$ cat config.mk
export PLATFORM = sky130hd
export DESIGN_NAME = xml_escape_utf8_sanitizer_top
export DESIGN_NICKNAME = d
export VERILOG_FILES = /design/src/sv/xesan_pkg.sv /design/src/sv/xml_escape_utf8_sanitizer_top.sv /design/src/sv/xesan_front.sv /design/src/sv/xesan_queue.sv /design/src/sv/xesan_back.sv
export SDC_FILE = /design/constraint.sdc
export NUM_CORES = 1
export LEC_CHECK = 0
export ABC_AREA = 1
export BUFFER_PORTS_ARGS = -buffer_cell sky130_fd_sc_hd__buf_2
export CELL_PAD_IN_SITES_DETAIL_PLACEMENT = 1
export CELL_PAD_IN_SITES_GLOBAL_PLACEMENT = 1
export CORE_ASPECT_RATIO = 1.5
export CORE_MARGIN = 2
export CORE_UTILIZATION = 30
export DETAILED_ROUTE_END_ITERATION = 7
export PLACE_DENSITY_LB_ADDON = 0.1
export SYNTH_ARGS = -nofsm -noshare
export SYNTH_HDL_FRONTEND = slang
export SYNTH_SLANG_ARGS = --single-unit
$ cat constraint.sdc
create_clock -name aclk -period 9.75 [get_ports aclk]
set_input_delay 1.4625 -clock aclk [delete_from_list [all_inputs] [get_ports aclk]]
set_output_delay 1.4625 -clock aclk [all_outputs]
set_load 0.02 [all_outputs]
$ cat src/sv/xesan_pkg.sv
// Shared types, codes and character tables of the XML escape and UTF-8 sanitizer.
package xesan_pkg;

    // Depth of the job queue between the classifier and the emitter.
    localparam int QDEPTH = 4;
    localparam int QPTR_W = $clog2(QDEPTH);
    localparam int QCNT_W = $clog2(QDEPTH + 1);

    // What follows the replacement characters of a job.
    localparam logic [1:0] BODY_NONE = 2'd0;
    localparam logic [1:0] BODY_LIT  = 2'd1;
    localparam logic [1:0] BODY_ESC  = 2'd2;

    // Entity and character reference codes.
    localparam logic [2:0] ESC_AMP  = 3'd0;
    localparam logic [2:0] ESC_LT   = 3'd1;
    localparam logic [2:0] ESC_GT   = 3'd2;
    localparam logic [2:0] ESC_QUOT = 3'd3;
    localparam logic [2:0] ESC_APOS = 3'd4;
    localparam logic [2:0] ESC_TAB  = 3'd5;
    localparam logic [2:0] ESC_LF   = 3'd6;
    localparam logic [2:0] ESC_CR   = 3'd7;

    // One queued job: rep_cnt replacement characters, then the body.
    typedef struct packed {
        logic [2:0]  rep_cnt;
        logic [1:0]  kind;
        logic [2:0]  body_len;
        logic [31:0] lit;
        logic [2:0]  esc;
        logic        text_end;
    } xesan_job_t;

    function automatic logic [2:0] esc_len(input logic [2:0] code);
        logic [2:0] len;
        unique case (code)
            ESC_LT, ESC_GT:     len = 3'd4;
            ESC_QUOT, ESC_APOS: len = 3'd6;
            default:            len = 3'd5;
        endcase
        return len;
    endfunction

    // Byte pos of the reference text, first character in the lowest byte.
    function automatic logic [7:0] esc_char(input logic [2:0] code, input logic [2:0] pos);
        logic [63:0] txt;
        unique case (code)
            ESC_AMP:  txt = {24'h0, ";", "p", "m", "a", "&"};
            ESC_LT:   txt = {32'h0, ";", "t", "l", "&"};
            ESC_GT:   txt = {32'h0, ";", "t", "g", "&"};
            ESC_QUOT: txt = {16'h0, ";", "t", "o", "u", "q", "&"};
            ESC_APOS: txt = {16'h0, ";", "s", "o", "p", "a", "&"};
            ESC_TAB:  txt = {24'h0, ";", "9", "x", "#", "&"};
            ESC_LF:   txt = {24'h0, ";", "A", "x", "#", "&"};
            default:  txt = {24'h0, ";", "D", "x", "#", "&"};
        endcase
        return txt[{pos, 3'b000} +: 8];
    endfunction

    // Bytes of U+FFFD.
    function automatic logic [7:0] rep_byte(input logic [1:0] phase);
        logic [7:0] b;
        unique case (phase)
            2'd0:    b = 8'hEF;
            2'd1:    b = 8'hBF;
            default: b = 8'hBD;
        endcase
        return b;
    endfunction

    // A completed sequence is acceptable when it is shortest form, no surrogate,
    // within the Unicode range and not one of the two noncharacters FFFE, FFFF.
    function automatic logic code_ok(input logic [20:0] cp, input logic [2:0] len);
        logic ok;
        ok = 1'b1;
        if ((len == 3'd2 && cp < 21'h80) || (len == 3'd3 && cp < 21'h800) ||
            (len == 3'd4 && cp < 21'h10000))
            ok = 1'b0;
        if (cp >= 21'hD800 && cp <= 21'hDFFF)
            ok = 1'b0;
        if (cp > 21'h10FFFF)
            ok = 1'b0;
        if (cp == 21'hFFFE || cp == 21'hFFFF)
            ok = 1'b0;
        return ok;
    endfunction

endpackage

$ cat src/sv/xml_escape_utf8_sanitizer_top.sv
// Top level of the XML escape and UTF-8 sanitizer: classifier, job queue and emitter.
//
//  Channel  Direction  Transfer contents
//  s_       in         tdata[7:0] in_byte; tlast text_end
//  m_       out        tdata[7:0] out_byte; tuser[0] no_byte, tuser[1] run_last;
//                      tlast text_last
//
// The input side takes one byte per cycle whenever the four-entry job queue has room;
// a byte is classified in the cycle of its transfer and becomes at most one job.
// The emitter sends one byte per cycle while m_tready allows and sets sustained rate;
// a byte that expands to k output bytes (up to fifteen) holds it until all k are sent.
// The job queue parts the two sides, so a stalled result never blocks intake until the
// queue has filled. Reset is synchronous and active low; no clearing pass.
module xml_escape_utf8_sanitizer_top (
    input  logic       aclk,
    input  logic       aresetn,
    input  logic       s_tvalid,
    output logic       s_tready,
    input  logic [7:0] s_tdata,   // [7:0] in_byte
    input  logic       s_tlast,
    output logic       m_tvalid,
    input  logic       m_tready,
    output logic [7:0] m_tdata,   // [7:0] out_byte
    output logic [1:0] m_tuser,   // [0] no_byte, [1] run_last
    output logic       m_tlast
);

    // Jobs travel from the classifier to the emitter through the queue.
    xesan_pkg::xesan_job_t push_job;
    xesan_pkg::xesan_job_t head_job;
    logic                  q_push;
    logic                  q_pop;
    logic                  q_full;
    logic                  q_empty;

    // The classifier tracks the pending multi-byte sequence and the held bytes.
    xesan_front u_front (
        .aclk     (aclk),
        .aresetn  (aresetn),
        .s_tvalid (s_tvalid),
        .s_tready (s_tready),
        .s_tdata  (s_tdata),
        .s_tlast  (s_tlast),
        .q_full   (q_full),
        .q_push   (q_push),
        .q_job    (push_job)
    );

    // The queue lets intake run ahead while a long expansion drains.
    xesan_queue u_queue (
        .aclk     (aclk),
        .aresetn  (aresetn),
        .push     (q_push),
        .push_job (push_job),
        .full     (q_full),
        .pop      (q_pop),
        .head_job (head_job),
        .empty    (q_empty)
    );

    // The emitter walks replacements first, then the literal or escape body.
    xesan_back u_back (
        .aclk     (aclk),
        .aresetn  (aresetn),
        .q_empty  (q_empty),
        .head     (head_job),
        .q_pop    (q_pop),
        .m_tvalid (m_tvalid),
        .m_tready (m_tready),
        .m_tdata  (m_tdata),
        .m_tuser  (m_tuser),
        .m_tlast  (m_tlast)
    );

endmodule

$ cat src/sv/xesan_front.sv
// Classifier: decodes UTF-8 sequences and turns each input byte into at most one queued job.
module xesan_front (
    input  logic                  aclk,
    input  logic                  aresetn,
    input  logic                  s_tvalid,
    output logic                  s_tready,
    input  logic [7:0]            s_tdata,
    input  logic                  s_tlast,
    input  logic                  q_full,
    output logic                  q_push,
    output xesan_pkg::xesan_job_t q_job
);

    logic [2:0]  len_reg, len_next;
    logic [1:0]  cnt_reg, cnt_next;
    logic [20:0] acc_reg, acc_next;
    logic [7:0]  held_reg [3];

    logic        accept;
    logic        held_we;
    logic [1:0]  held_idx;
    logic        pending;
    logic [2:0]  cnt_plus;
    logic [20:0] acc_cont;
    logic [2:0]  pre;
    logic [7:0]  c;
    xesan_pkg::xesan_job_t job;

    assign s_tready = !q_full;
    assign accept   = s_tvalid && s_tready;
    assign c        = s_tdata;
    assign pending  = (len_reg != 3'd0);
    assign cnt_plus = {1'b0, cnt_reg} + 3'd1;
    assign acc_cont = {acc_reg[14:0], c[5:0]};

    always_comb begin
        len_next      = len_reg;
        cnt_next      = cnt_reg;
        acc_next      = acc_reg;
        held_we       = 1'b0;
        held_idx      = cnt_reg;
        pre           = 3'd0;
        job.rep_cnt   = 3'd0;
        job.kind      = xesan_pkg::BODY_NONE;
        job.body_len  = 3'd0;
        job.lit       = 32'h0;
        job.esc       = xesan_pkg::ESC_AMP;
        job.text_end  = s_tlast;
        if (pending && c[7:6] == 2'b10) begin
            acc_next = acc_cont;
            if (cnt_plus >= len_reg) begin
                if (xesan_pkg::code_ok(acc_cont, len_reg)) begin
                    job.kind     = xesan_pkg::BODY_LIT;
                    job.body_len = cnt_plus;
                    job.lit[7:0]   = held_reg[0];
                    job.lit[15:8]  = (cnt_reg == 2'd1) ? c : held_reg[1];
                    job.lit[23:16] = (cnt_reg == 2'd2) ? c : held_reg[2];
                    job.lit[31:24] = c;
                end else begin
                    job.rep_cnt = len_reg;
                end
                len_next = 3'd0;
                cnt_next = 2'd0;
                acc_next = 21'h0;
            end else begin
                held_we  = 1'b1;
                cnt_next = cnt_reg + 2'd1;
            end
        end else begin
            // A byte that breaks a pending sequence flushes it, then is decoded afresh.
            pre      = pending ? {1'b0, cnt_reg} : 3'd0;
            len_next = 3'd0;
            cnt_next = 2'd0;
            acc_next = 21'h0;
            job.rep_cnt = pre;
            if (!c[7]) begin
                job.kind = xesan_pkg::BODY_ESC;
                unique case (c)
                    8'h26:   job.esc = xesan_pkg::ESC_AMP;
                    8'h3C:   job.esc = xesan_pkg::ESC_LT;
                    8'h3E:   job.esc = xesan_pkg::ESC_GT;
                    8'h22:   job.esc = xesan_pkg::ESC_QUOT;
                    8'h27:   job.esc = xesan_pkg::ESC_APOS;
                    8'h09:   job.esc = xesan_pkg::ESC_TAB;
                    8'h0A:   job.esc = xesan_pkg::ESC_LF;
                    8'h0D:   job.esc = xesan_pkg::ESC_CR;
                    default: begin
                        if (c < 8'h20 || c == 8'h7F) begin
                            job.kind = xesan_pkg::BODY_NONE;
                        end else begin
                            job.kind     = xesan_pkg::BODY_LIT;
                            job.body_len = 3'd1;
                            job.lit      = {24'h0, c};
                        end
                    end
                endcase
                if (job.kind == xesan_pkg::BODY_ESC)
                    job.body_len = xesan_pkg::esc_len(job.esc);
            end else begin
                priority if (c[7:5] == 3'b110) begin
                    len_next = 3'd2;
                    acc_next = {16'h0, c[4:0]};
                end else if (c[7:4] == 4'b1110) begin
                    len_next = 3'd3;
                    acc_next = {17'h0, c[3:0]};
                end else if (c[7:3] == 5'b11110) begin
                    len_next = 3'd4;
                    acc_next = {18'h0, c[2:0]};
                end else begin
                    job.rep_cnt = pre + 3'd1;
                end
                if (len_next != 3'd0) begin
                    held_we  = 1'b1;
                    held_idx = 2'd0;
                    cnt_next = 2'd1;
                end
            end
        end
        // Text ends inside a sequence: every held byte becomes a replacement.
        if (s_tlast && len_next != 3'd0) begin
            job.rep_cnt = job.rep_cnt + {1'b0, cnt_next};
            len_next    = 3'd0;
            cnt_next    = 2'd0;
            acc_next    = 21'h0;
        end
    end

    assign q_job  = job;
    assign q_push = accept &&
                    (job.rep_cnt != 3'd0 || job.kind != xesan_pkg::BODY_NONE || s_tlast);

    always_ff @(posedge aclk) begin
        if (!aresetn) begin
            len_reg <= 3'd0;
            cnt_reg <= 2'd0;
            acc_reg <= 21'h0;
        end else if (accept) begin
            len_reg <= len_next;
            cnt_reg <= cnt_next;
            acc_reg <= acc_next;
        end
    end

    always_ff @(posedge aclk) begin
        if (accept && held_we)
            held_reg[held_idx] <= c;
    end

endmodule

$ cat src/sv/xesan_queue.sv
// Short job queue between the classifier and the emitter.
module xesan_queue (
    input  logic                  aclk,
    input  logic                  aresetn,
    input  logic                  push,
    input  xesan_pkg::xesan_job_t push_job,
    output logic                  full,
    input  logic                  pop,
    output xesan_pkg::xesan_job_t head_job,
    output logic                  empty
);

    xesan_pkg::xesan_job_t        slot_reg [xesan_pkg::QDEPTH];
    logic [xesan_pkg::QPTR_W-1:0] wr_reg, rd_reg;
    logic [xesan_pkg::QCNT_W-1:0] cnt_reg;

    assign full     = (cnt_reg == xesan_pkg::QCNT_W'(xesan_pkg::QDEPTH));
    assign empty    = (cnt_reg == '0);
    assign head_job = slot_reg[rd_reg];

    always_ff @(posedge aclk) begin
        if (!aresetn) begin
            wr_reg  <= '0;
            rd_reg  <= '0;
            cnt_reg <= '0;
        end else begin
            if (push)
                wr_reg <= wr_reg + 1'b1;
            if (pop)
                rd_reg <= rd_reg + 1'b1;
            if (push && !pop)
                cnt_reg <= cnt_reg + 1'b1;
            else if (pop && !push)
                cnt_reg <= cnt_reg - 1'b1;
        end
    end

    always_ff @(posedge aclk) begin
        if (push)
            slot_reg[wr_reg] <= push_job;
    end

    a_no_overflow: assert property (@(posedge aclk) disable iff (!aresetn)
        !(push && full && !pop))
        else $error("job queue written while full");
    a_no_underflow: assert property (@(posedge aclk) disable iff (!aresetn)
        !(pop && empty))
        else $error("job queue read while empty");
    a_count_bound: assert property (@(posedge aclk) disable iff (!aresetn)
        cnt_reg <= xesan_pkg::QCNT_W'(xesan_pkg::QDEPTH))
        else $error("job queue count out of range");

endmodule

$ cat src/sv/xesan_back.sv
// Emitter: expands the job at the queue head into output bytes, one per cycle while m_tready allows.
module xesan_back (
    input  logic                  aclk,
    input  logic                  aresetn,
    input  logic                  q_empty,
    input  xesan_pkg::xesan_job_t head,
    output logic                  q_pop,
    output logic                  m_tvalid,
    input  logic                  m_tready,
    output logic [7:0]            m_tdata,
    output logic [1:0]            m_tuser,
    output logic                  m_tlast
);

    logic [2:0] rep_idx_reg;
    logic [1:0] phase_reg;
    logic [2:0] bpos_reg;
    logic       valid_reg;
    logic [7:0] byte_reg;
    logic       nob_reg, run_last_reg, text_last_reg;

    logic       step;
    logic       in_rep;
    logic       last_rep;
    logic       is_last;
    logic [7:0] cur_byte;

    assign step     = !q_empty && (!valid_reg || m_tready);
    assign in_rep   = (rep_idx_reg < head.rep_cnt);
    assign last_rep = (rep_idx_reg == head.rep_cnt - 3'd1) && (phase_reg == 2'd2);

    always_comb begin
        if (in_rep) begin
            cur_byte = xesan_pkg::rep_byte(phase_reg);
            is_last  = last_rep && (head.kind == xesan_pkg::BODY_NONE);
        end else begin
            unique case (head.kind)
                xesan_pkg::BODY_LIT: cur_byte = head.lit[{bpos_reg[1:0], 3'b000} +: 8];
                xesan_pkg::BODY_ESC: cur_byte = xesan_pkg::esc_char(head.esc, bpos_reg);
                default:             cur_byte = 8'h00;
            endcase
            is_last = (head.kind == xesan_pkg::BODY_NONE) ||
                      (bpos_reg == head.body_len - 3'd1);
        end
    end

    assign q_pop = step && is_last;

    always_ff @(posedge aclk) begin
        if (!aresetn) begin
            rep_idx_reg <= 3'd0;
            phase_reg   <= 2'd0;
            bpos_reg    <= 3'd0;
            valid_reg   <= 1'b0;
        end else begin
            if (step) begin
                valid_reg <= 1'b1;
                if (is_last) begin
                    rep_idx_reg <= 3'd0;
                    phase_reg   <= 2'd0;
                    bpos_reg    <= 3'd0;
                end else if (in_rep) begin
                    if (phase_reg == 2'd2) begin
                        phase_reg   <= 2'd0;
                        rep_idx_reg <= rep_idx_reg + 3'd1;
                    end else begin
                        phase_reg <= phase_reg + 2'd1;
                    end
                end else begin
                    bpos_reg <= bpos_reg + 3'd1;
                end
            end else if (m_tready) begin
                valid_reg <= 1'b0;
            end
        end
    end

    always_ff @(posedge aclk) begin
        if (step) begin
            byte_reg      <= cur_byte;
            nob_reg       <= !in_rep && (head.kind == xesan_pkg::BODY_NONE);
            run_last_reg  <= is_last;
            text_last_reg <= is_last && head.text_end;
        end
    end

    assign m_tvalid = valid_reg;
    assign m_tdata  = byte_reg;
    assign m_tuser  = {run_last_reg, nob_reg};
    assign m_tlast  = text_last_reg;

    a_marker_closes: assert property (@(posedge aclk) disable iff (!aresetn)
        valid_reg && nob_reg |-> run_last_reg && text_last_reg)
        else $error("end marker not flagged as last of text");
    a_text_last_run: assert property (@(posedge aclk) disable iff (!aresetn)
        valid_reg && text_last_reg |-> run_last_reg)
        else $error("text end without run end");
    a_phase_range: assert property (@(posedge aclk) disable iff (!aresetn)
        phase_reg != 2'd3 && rep_idx_reg <= 3'd4)
        else $error("replacement cursor out of range");
    a_pop_moves: assert property (@(posedge aclk) disable iff (!aresetn)
        q_pop |=> rep_idx_reg == 3'd0 && phase_reg == 2'd0 && bpos_reg == 3'd0)
        else $error("cursor not rewound after job");

endmodule
==> flow_summary.toml, run 1 <==
[grt]
grt_max_degree = 70
gr-usage-all-layers_pct = 16.9
grt_pass1_wl_um = 50400
grt_pass1_vias = 8343
grt_antenna_before_repair = 0
overflow = 0

[clock_network]
post_cts_resized = 0
numClockSinks = 249
numCtsBuffers = 26
root_buffer = "clkbuf_16"
cts_tree = "built"
cts_hold_buf = 0
clk_latency_ps = 540
cts_buffer_depth = 3
cts_setup_buffers = 0
cts.clk_slew.worst_paths_ps = 60
cts_htree_levels = 1

[worst_setup_path]
startpoint_type = "input pin"
reg2reg_to = "u_queue.cnt_reg[2]$_SDFFE_PN0P_"
reg2reg_from = "u_front.cnt_reg[0]$_SDFFE_PN0P_"
required_ps = 10230
critPathMaxFanout = 8
r2r_setup_slack_ps = 5190
crit_type = "input pin to flip-flop"
worst_r2r_path_depth = 26
cp-end-kind = "flip-flop"
worst_ep_arrival_time_ps = 5070

[floorplanning]
start_util_pct = 30.3
die_w_um = 162
die_h_um = 242
fp.dieArea_sq_mm = 0.0393
row_count = 87
core_area_sq_mm = 0.0373
io_pins = 26

[place]
place.gp.congestion = 0.797
placed_cell_area_sq_mm = 0.0120
place_hpwl_um = 22000
portBuffers = 25

[timing]
max_slew_margin_pct = 33.7
period_needed_ps = 4590
rsz0062_at_grt = "no"
max_freq_mhz = 218
min_period_over_period_pct = 47.1
hold_violations = 0
tightestPinTransition_ps = 991
finClkSkew_ps = 11.6
setup_tns_ps = 0
setup_viol = 0
slew_viol_final = 0

[yosys]
yosys-top-cells-area = "edfxtp_1 56%, dfxtp_1 6.7%, nand2_1 6.2%"
ys.warnings.count = 0
avgSynthCellArea_sq_um = 10.4
synth_edf_count = 211
netlist_instances = 1083
synth_ff_type = "edfxtp_1"
netlist_top_cells_count = "211 x edfxtp_1, 186 x nand2_1, 142 x nor2_1, 82 x o21ai_0, 69 x inv_1"
synth_most_common_cell = "edfxtp_1"
synthArstFlopShare_pct = 0
yosys.area.top_type = "edfxtp_1"
ys_ff_latch = 249
syn_area_sq_mm = 0.0113
synth_top_cell_area_share_pct = 56.1
synthDistinctLibCells = 51
synth-seq-area-share_pct = 62.8

[routing]
wl_met1_um = 13700
ant_nets = 0
vias = 7978
post_drt_wl_per_cell_um = 20.3
detailroute.wirelength.met2_um = 16900
drt-pass1-iter-count = 5
top_layer_used = "met4"
wl_met3_um = 1140
drt_iter0_drc = 357
wl_um = 32800
vias_per_cell = 4.95
drc = 0

[layout]
area_delta_synth_final_pct = 13.6
design_area_sq_mm = 0.0128
final_util_pct = 34.4
fillers = 4141
largest_reg_flops = 176
drive_gt1_share_pct = 11.6
num_antenna_cells = 0
layout.nets = 1140

[hold_path]
hold_depth = 2
hold_path_class = "flip-flop to flip-flop"
min-delay-start = "u_queue.rd_reg[1]$_SDFFE_PN0P_"

[power_and_ir_drop]
p_per_area_mw_per_mm2 = 212
finalPower_w = 0.00272
ir_worst_vdd_v = 0.000137
p_leak_nw = 4.70

[job]
cap_violations = 0

[outcome]
outcome = "finished clean"
[worst max-delay path by stage]
stage / startpoint / endpoint / slack [ps] / depth (start not counted)
final: s_tdata[4] / u_queue.cnt_reg[2]$_SDFFE_PN0P_ / 5160 / 26
after global routing: u_front.cnt_reg[0]$_SDFFE_PN0P_ / u_queue.cnt_reg[2]$_SDFFE_PN0P_ / 4760 / 26
after global placement: s_tdata[1] / u_queue.cnt_reg[2]$_SDFFE_PN0P_ / 4670 / 26
after detailed placement: s_tdata[4] / u_queue.cnt_reg[2]$_SDFFE_PN0P_ / 4570 / 26
after CTS: s_tdata[4] / u_queue.cnt_reg[2]$_SDFFE_PN0P_ / 5140 / 26
after floorplan: s_tdata[2] / u_queue.slot_reg[0][0]$_DFFE_PP_ / 4060 / 18
[critical path, stage by stage]
cell,delay [ps]
buf_2,220
nand2_2,160
nor2_1,140
nand2_1,60
nor3_1,240
nor2_1,120
nand3_1,130
nand2_1,90
nand2_1,70
ha_1,150
inv_1,50
fa_1,340
or2_1,230
nand3_1,160
a21oi_1,80
nand2_2,120
nand2_2,160
inv_1,90
ha_1,140
inv_1,60
fa_1,380
nor2_1,110
nor2_1,40
nand2_1,70
o21ai_0,70
a21oi_1,120
[cell usage in the layout (no fill, tap or decap), types with 12 or more instances in the layout]
| cell type | n |
|---|---|
| nand2_2 | 13 |
| clkbuf_16 | 27 |
| a211oi_1 | 16 |
| inv_1 | 69 |
| o22ai_1 | 33 |
| nand3_1 | 50 |
| dfxtp_1 | 37 |
| buf_4 | 12 |
| a21oi_1 | 52 |
| o21ai_0 | 82 |
| ha_1 | 23 |
| nand2_1 | 186 |
| nor2_1 | 138 |
| edfxtp_1 | 211 |
| inv_2 | 14 |
| buf_2 | 25 |
[metal layers]
metal  track usage (%)  vias to the layer above
li1                  -                     3852
met3              2.49                       51
met1              20.2                     3971
met5                 0                        -
met2              30.4                      104
met4              6.04                        0
[where the power goes]
| part | internal (W) | leakage, nW | switching, W | total (W) |
|---|---|---|---|---|
| clock | 0.000608 | 0.429 | 0.000417 | 0.00103 |
| combinational | 0.000115 | 1.95 | 0.000304 | 0.000419 |
| sequential | 0.00125 | 2.33 | 0.0000273 | 0.00128 |
[metrics by stage]
| stage | setup slack, ps | std cells | hold WS, ps |
|---|---|---|---|
| final | 5160 | 1611 | 473 |
| after floorplan | 4060 | 1086 | 442 |
| after CTS | 5140 | 1611 | 478 |
| after global routing | 4760 | 1611 | 497 |
| after detailed placement | 4570 | 1563 | 469 |
| after global placement | 4670 | 1563 | 456 |
[cells by family after synthesis]
logic type	after synthesis	share of synthesized area, %
adders and majority gates	25	2.90
DFF	249	62.8
and+or+nand+nor	431	16.4
AOI/OAI and AO/OA	235	12.5
other	1	0.0332
xor gates and xnor gates	5	0.387
buffers and inverters	137	4.97
[cell type report]
class / instances / area [sq um] / area share [%]
flip-flops and latches: 249 / 7100 / 55.3
inverters: 88 / 334 / 2.60
clock inverters: 19 / 194 / 1.51
clock buffers: 29 / 683 / 5.32
well taps: 489 / 612 / 4.77
multi-input cells: 700 / 3700 / 28.8
repair buffers: 37 / 215 / 1.68
Note: power is estimated with default switching activity, not from simulation.
==> run 2: changes to the inputs <==
- clock period: 9.75 -> 3.99 ns (I/O delays scaled with it)
==> run 2 against run 1 <==
Against the previous run:
- global-route usage is 0.062 points higher
- final cell count is 2.5% higher
- die area stayed put
- highest routed layer unchanged
- non-clock buffer count is 39 higher
- sequential cell count stayed put
- cell area is 3.0% higher
- clock skew is 3.7 ps higher
- first-iteration DRC count is 24% higher
- register-to-register slack worse by 4900 ps
- combinational power grew to 2.6 times the previous value
- critical path depth is 4 lower
- utilization is 1.0 points higher
==> flow_summary.toml, run 2 (synthesized netlist as in run 1, its figures left out) <==
[outcome]
outcome = "finished clean"

[power_and_ir_drop]
p_int_w = 0.00475
power_switching_share_pct = 28.2
p_leak_nw = 4.92
pwr-share-seq_pct = 47.0
p_per_area_mw_per_mm2 = 500
ir_worst_vdd_v = 0.000360
clock_power_share_pct = 36.7
combPwrFrac_pct = 16.3
switchingPower_w = 0.00187

[hold_path]
hold_depth = 1
hold_path_class = "input pin to flip-flop"

[timing]
min_period_over_period_pct = 93.2
finClkSkew_ps = 15.3
max_slew_margin_pct = 35.8
slew_viol_final = 0
rsz0062_at_grt = "yes"
period_needed_ps = 3720
worst_slack_ps = 272
hold_violations = 0
tightestPinTransition_ps = 962
hold_slack_ps = 333
setup_viol = 0
max_freq_mhz = 269
setup_tns_ps = 0

[place]
place.gp.congestion = 0.766
place_ws_ps = 24.4
portBuffers = 25
place_hpwl_um = 22600
placed_cell_area_sq_mm = 0.0123

[clock_network]
clk_latency_ps = 560
numCtsBuffers = 27
cts_htree_levels = 1
root_buffer = "clkbuf_16"
cts.clk_slew.worst_paths_ps = 60
cts_hold_buf = 0
cts_buffer_depth = 3
numClockSinks = 249
cts_tree = "built"

[floorplanning]
die_h_um = 242
start_util_pct = 30.3
row_count = 87
io_pins = 26
die_w_um = 162
core_area_sq_mm = 0.0373
fp.dieArea_sq_mm = 0.0393

[grt]
overflow = 0
grt_pass1_vias = 8427
grt_max_degree = 69
grt_pass1_wl_um = 50500
gr-usage-all-layers_pct = 16.9
grt_antenna_before_repair = 0

[worst_setup_path]
r2r_setup_slack_ps = 270
reg2reg_to = "u_queue.cnt_reg[1]$_SDFFE_PN0P_"
required_ps = 4430
startpoint = "u_front.cnt_reg[0]$_SDFFE_PN0P_"
reg2reg_from = "u_front.cnt_reg[0]$_SDFFE_PN0P_"
endpoint = "u_queue.cnt_reg[1]$_SDFFE_PN0P_"
cp-end-kind = "flip-flop"
startpoint_type = "flip-flop"
crit_type = "flip-flop to flip-flop"
critPathMaxFanout = 4
worst_ep_arrival_time_ps = 4160
worst_r2r_path_depth = 22

[routing]
wl_um = 32900
post_drt_wl_per_cell_um = 19.9
vias_per_cell = 4.87
wl_met3_um = 806
ant_nets = 0
vias = 8037
top_layer_used = "met4"
wl_met1_um = 13800
drt_iter0_drc = 444
drc = 0
detailroute.wirelength.met2_um = 17600
drt-pass1-iter-count = 4

[layout]
num_antenna_cells = 0
layout_common_cells = "211 x edfxtp_1, 185 x nand2_1, 136 x nor2_1"
layout.nets = 1180
area_delta_synth_final_pct = 17.0
largest_reg_flops = 176
drive_gt1_share_pct = 15.1
final_common_cell = "edfxtp_1"
design_area_sq_mm = 0.0132

[job]
cap_violations = 0
==> run 2: power by group through the flow <==
stage / registers, W / clock network (W) / logic (W)
after floorplan: 0.00320 / 0 / 0.000653
after global placement: 0.00317 / 0 / 0.00109
after detailed placement: 0.00317 / 0 / 0.00110
after CTS: 0.00312 / 0.00251 / 0.00110
after global routing: 0.00313 / 0.00258 / 0.00121
final: 0.00311 / 0.00243 / 0.00108
==> run 2: layout make-up <==
type / count / area [sq um]
fill: 4142 / 24100
sequential: 249 / 7100
multi-input combinational: 700 / 3740
clock buffer: 43 / 797
tap: 489 / 612
timing repair buffer: 76 / 583
inverter: 88 / 334
clock inverter: 7 / 57.6
==> run 2: worst min path at each step <==
stage	from	endpoint	slack, ps
floorplan	u_queue.rd_reg[1]$_SDFFE_PN0P_	flip-flop	440
global placement	u_queue.rd_reg[1]$_SDFFE_PN0P_	u_queue.rd_reg[1]$_SDFFE_PN0P_	450
detailed placement	u_front.acc_reg[12]$_SDFFE_PN0P_	u_front.acc_reg[12]$_SDFFE_PN0P_	470
CTS	s_tdata[6]	u_front.held_reg[0][6]$_DFFE_PP_	300
global route	s_tdata[6]	u_front.held_reg[2][6]$_DFFE_PP_	340
finish	s_tdata[6]	u_front.held_reg[2][6]$_DFFE_PP_	330
==> run 2: per-layer routing <==
| metal | up-vias | track usage [%] |
|---|---|---|
| met4 | 0 | 5.05 |
| met3 | 38 | 1.56 |
| met5 | - | 0 |
| met1 | 3981 | 20.2 |
| met2 | 89 | 31.8 |
| li1 | 3929 | - |
==> run 2: timing repair <==
action | in CTS | in global routing
hold endpoints to repair | 0 | 0
setup endpoints to repair | 0 | 178
setup buffers | 0 | 1
resized for setup | 0 | 16
==> run 2: per-stage QoR <==
stage / total power, W / util, % / instances
finish: 0.00662 / 35.4 / 1652
global placement: 0.00426 / 33.0 / 1601
detailed placement: 0.00427 / 33.0 / 1601
floorplan: 0.00385 / - / 1086
CTS: 0.00673 / 35.3 / 1651
global route: 0.00693 / 35.4 / 1652
==> run 2: worst max-delay path: stages, from the launching register on <==
cell	delay, ps
dfxtp_4	350
inv_1	60
ha_4	260
inv_1	50
ha_1	290
nand3b_1	100
nand3_2	140
nor2_4	160
inv_2	50
o21ai_2	150
ha_2	170
inv_1	40
fa_1	470
nand3_1	100
a21oi_2	160
nand2_2	70
nand2_2	60
inv_1	40
ha_1	180
inv_1	80
fa_2	440
o21ai_1	120
a21oi_1	50
==> run 3: changes to the inputs <==
- CORE_UTILIZATION: 30 -> 45
- SETUP_SLACK_MARGIN: default -> 0.02
==> run 3 against run 2 <==
Against the previous run:
- utilization up 17 points
- non-clock buffer count down 11
- via count up 2.0%
- first-iteration DRC count down 12%
- register-to-register slack about the same
- worst hold slack better by 39 ps
==> flow_summary.toml, run 3 (synthesized netlist as in run 1, its figures left out) <==
[floorplanning]
fp.dieArea_sq_mm = 0.0264
start_util_pct = 45.4
core_area_sq_mm = 0.0249
die_w_um = 133
row_count = 71
die_h_um = 198
io_pins = 26

[job]
cap_violations = 0

[timing]
hold_slack_ps = 372
max_slew_margin_pct = 37.1
max_freq_mhz = 269
worst_slack_ps = 266
min_period_over_period_pct = 93.3
finClkSkew_ps = 10.5
setup_viol = 0
period_needed_ps = 3720
slew_viol_final = 0
hold_violations = 0
rsz0062_at_grt = "no"
tightestPinTransition_ps = 940

[clock_network]
numCtsBuffers = 25
root_buffer = "clkbuf_16"
clk_latency_ps = 540
cts_htree_levels = 1
cts.clk_slew.worst_paths_ps = 60
cts_buffer_depth = 3
cts_tree = "built"
numClockSinks = 249

[routing]
wl_um = 29900
drt_iter0_drc = 390
vias_per_cell = 5.55
vias = 8196
ant_nets = 0
drc = 0
post_drt_wl_per_cell_um = 20.2
drt-pass1-iter-count = 5

[layout]
num_antenna_cells = 0
final_util_pct = 52.4
area_delta_synth_final_pct = 15.3
fillers = 2721
fin_cells = 1476
final_common_cell = "edfxtp_1"
largest_reg_flops = 176
layout_common_cells = "211 x edfxtp_1, 185 x nand2_1, 137 x nor2_1"
drive_gt1_share_pct = 15.0
design_area_sq_mm = 0.0130
layout.nets = 1167

[place]
place_ws_ps = -15.1
placed_cell_area_sq_mm = 0.0120
place_hpwl_um = 20400
dp.cells = 1426
place.gp.congestion = 0.846
portBuffers = 25

[power_and_ir_drop]
p_leak_nw = 4.88
p_per_area_mw_per_mm2 = 521
ir_worst_vdd_v = 0.000343

[worst_setup_path]
r2r_setup_slack_ps = 270
worst_ep_arrival_time_ps = 4190
cp-end-kind = "flip-flop"
startpoint = "u_front.cnt_reg[0]$_SDFFE_PN0P_"
startpoint_type = "flip-flop"
reg2reg_from = "u_front.cnt_reg[0]$_SDFFE_PN0P_"
critPathMaxFanout = 5
required_ps = 4460
worst_r2r_path_depth = 25
reg2reg_to = "u_queue.cnt_reg[2]$_SDFFE_PN0P_"
crit_type = "flip-flop to flip-flop"

[grt]
grt_pass1_vias = 8640
grt_max_degree = 51
gr-usage-all-layers_pct = 23.3
grt_pass1_wl_um = 47300
overflow = 0
grt_antenna_before_repair = 0

[hold_path]
min-delay-start = "s_tdata[6]"
hold_end = "u_front.held_reg[2][6]$_DFFE_PP_"
hold_depth = 1
hold_path_class = "input pin to flip-flop"

[outcome]
outcome = "finished clean"
run 3: cell types whose count changed in the layout (fill, tap and decap cells not counted), sizes merged:
cell and change:
clkinvlp +2, clkinv +2, buf -11, clkbuf -15, bufinv +7
run 3: critical path, cell delays in order (launching register included):
cell	delay, ps
dfxtp_2	330
buf_4	150
ha_1	240
ha_4	240
a21oi_2	130
nand3_2	140
nor2_4	180
inv_4	60
o21ai_4	140
ha_2	170
inv_1	40
fa_1	330
or2_1	220
nand3_2	90
a21oi_2	40
nand2_2	70
nand2_2	50
inv_1	60
ha_1	160
inv_2	50
fa_2	330
nor2_1	110
nor2_1	50
nand2_1	100
o21ai_0	80
a21oi_1	110
run 3: where the power goes:
| part | switching [W] | internal [W] |
|---|---|---|
| Sequential | 0.0000673 | 0.00305 |
| Combinational | 0.000747 | 0.000326 |
| Clock | 0.000997 | 0.00161 |
| Total | 0.00181 | 0.00498 |
run 3: routing by layer:
layer	global-route usage, %	vias to the layer above	share of wire (%)
met5	0	-	0
met4	9.30	0	2.9
met3	2.28	54	3.1
met2	43.4	148	54
li1	-	3908	-
met1	27.4	4086	40
run 3: layout make-up:
| cell class | instances | area (sq um) | area share [%] |
|---|---|---|---|
| multi-input cells | 700 | 3770 | 28.9 |
| clock inverters | 18 | 279 | 2.14 |
| repair buffers | 65 | 500 | 3.84 |
| flip-flops and latches | 249 | 7100 | 54.5 |
| inverters | 88 | 337 | 2.58 |
| well taps | 328 | 410 | 3.15 |
| clock buffers | 28 | 637 | 4.88 |
run 3: repair_timing:
action	4_1_cts	5_1_grt
endpoints found under the setup margin	1	121
setup buffers	0	4
hold endpoints to repair	0	0
hold buffers	0	0
pin swaps	0	8
gates resized for setup	3	17
gates cloned	0	0
run 3: how the worst max path moves through the flow:
stage	endpoint
global route	u_queue.cnt_reg[2]$_SDFFE_PN0P_
floorplan	u_queue.slot_reg[0][0]$_DFFE_PP_
detailed placement	u_queue.cnt_reg[2]$_SDFFE_PN0P_
CTS	u_queue.cnt_reg[2]$_SDFFE_PN0P_
global placement	u_queue.cnt_reg[2]$_SDFFE_PN0P_
finish	u_queue.cnt_reg[2]$_SDFFE_PN0P_
run 3: per-stage QoR:
stage                     power (W)  TNS, ps
final                       0.00680        0
after floorplan             0.00385   -71770
after global routing        0.00711        0
after global placement      0.00421        0
after detailed placement    0.00424    -15.1
after CTS                   0.00687        0
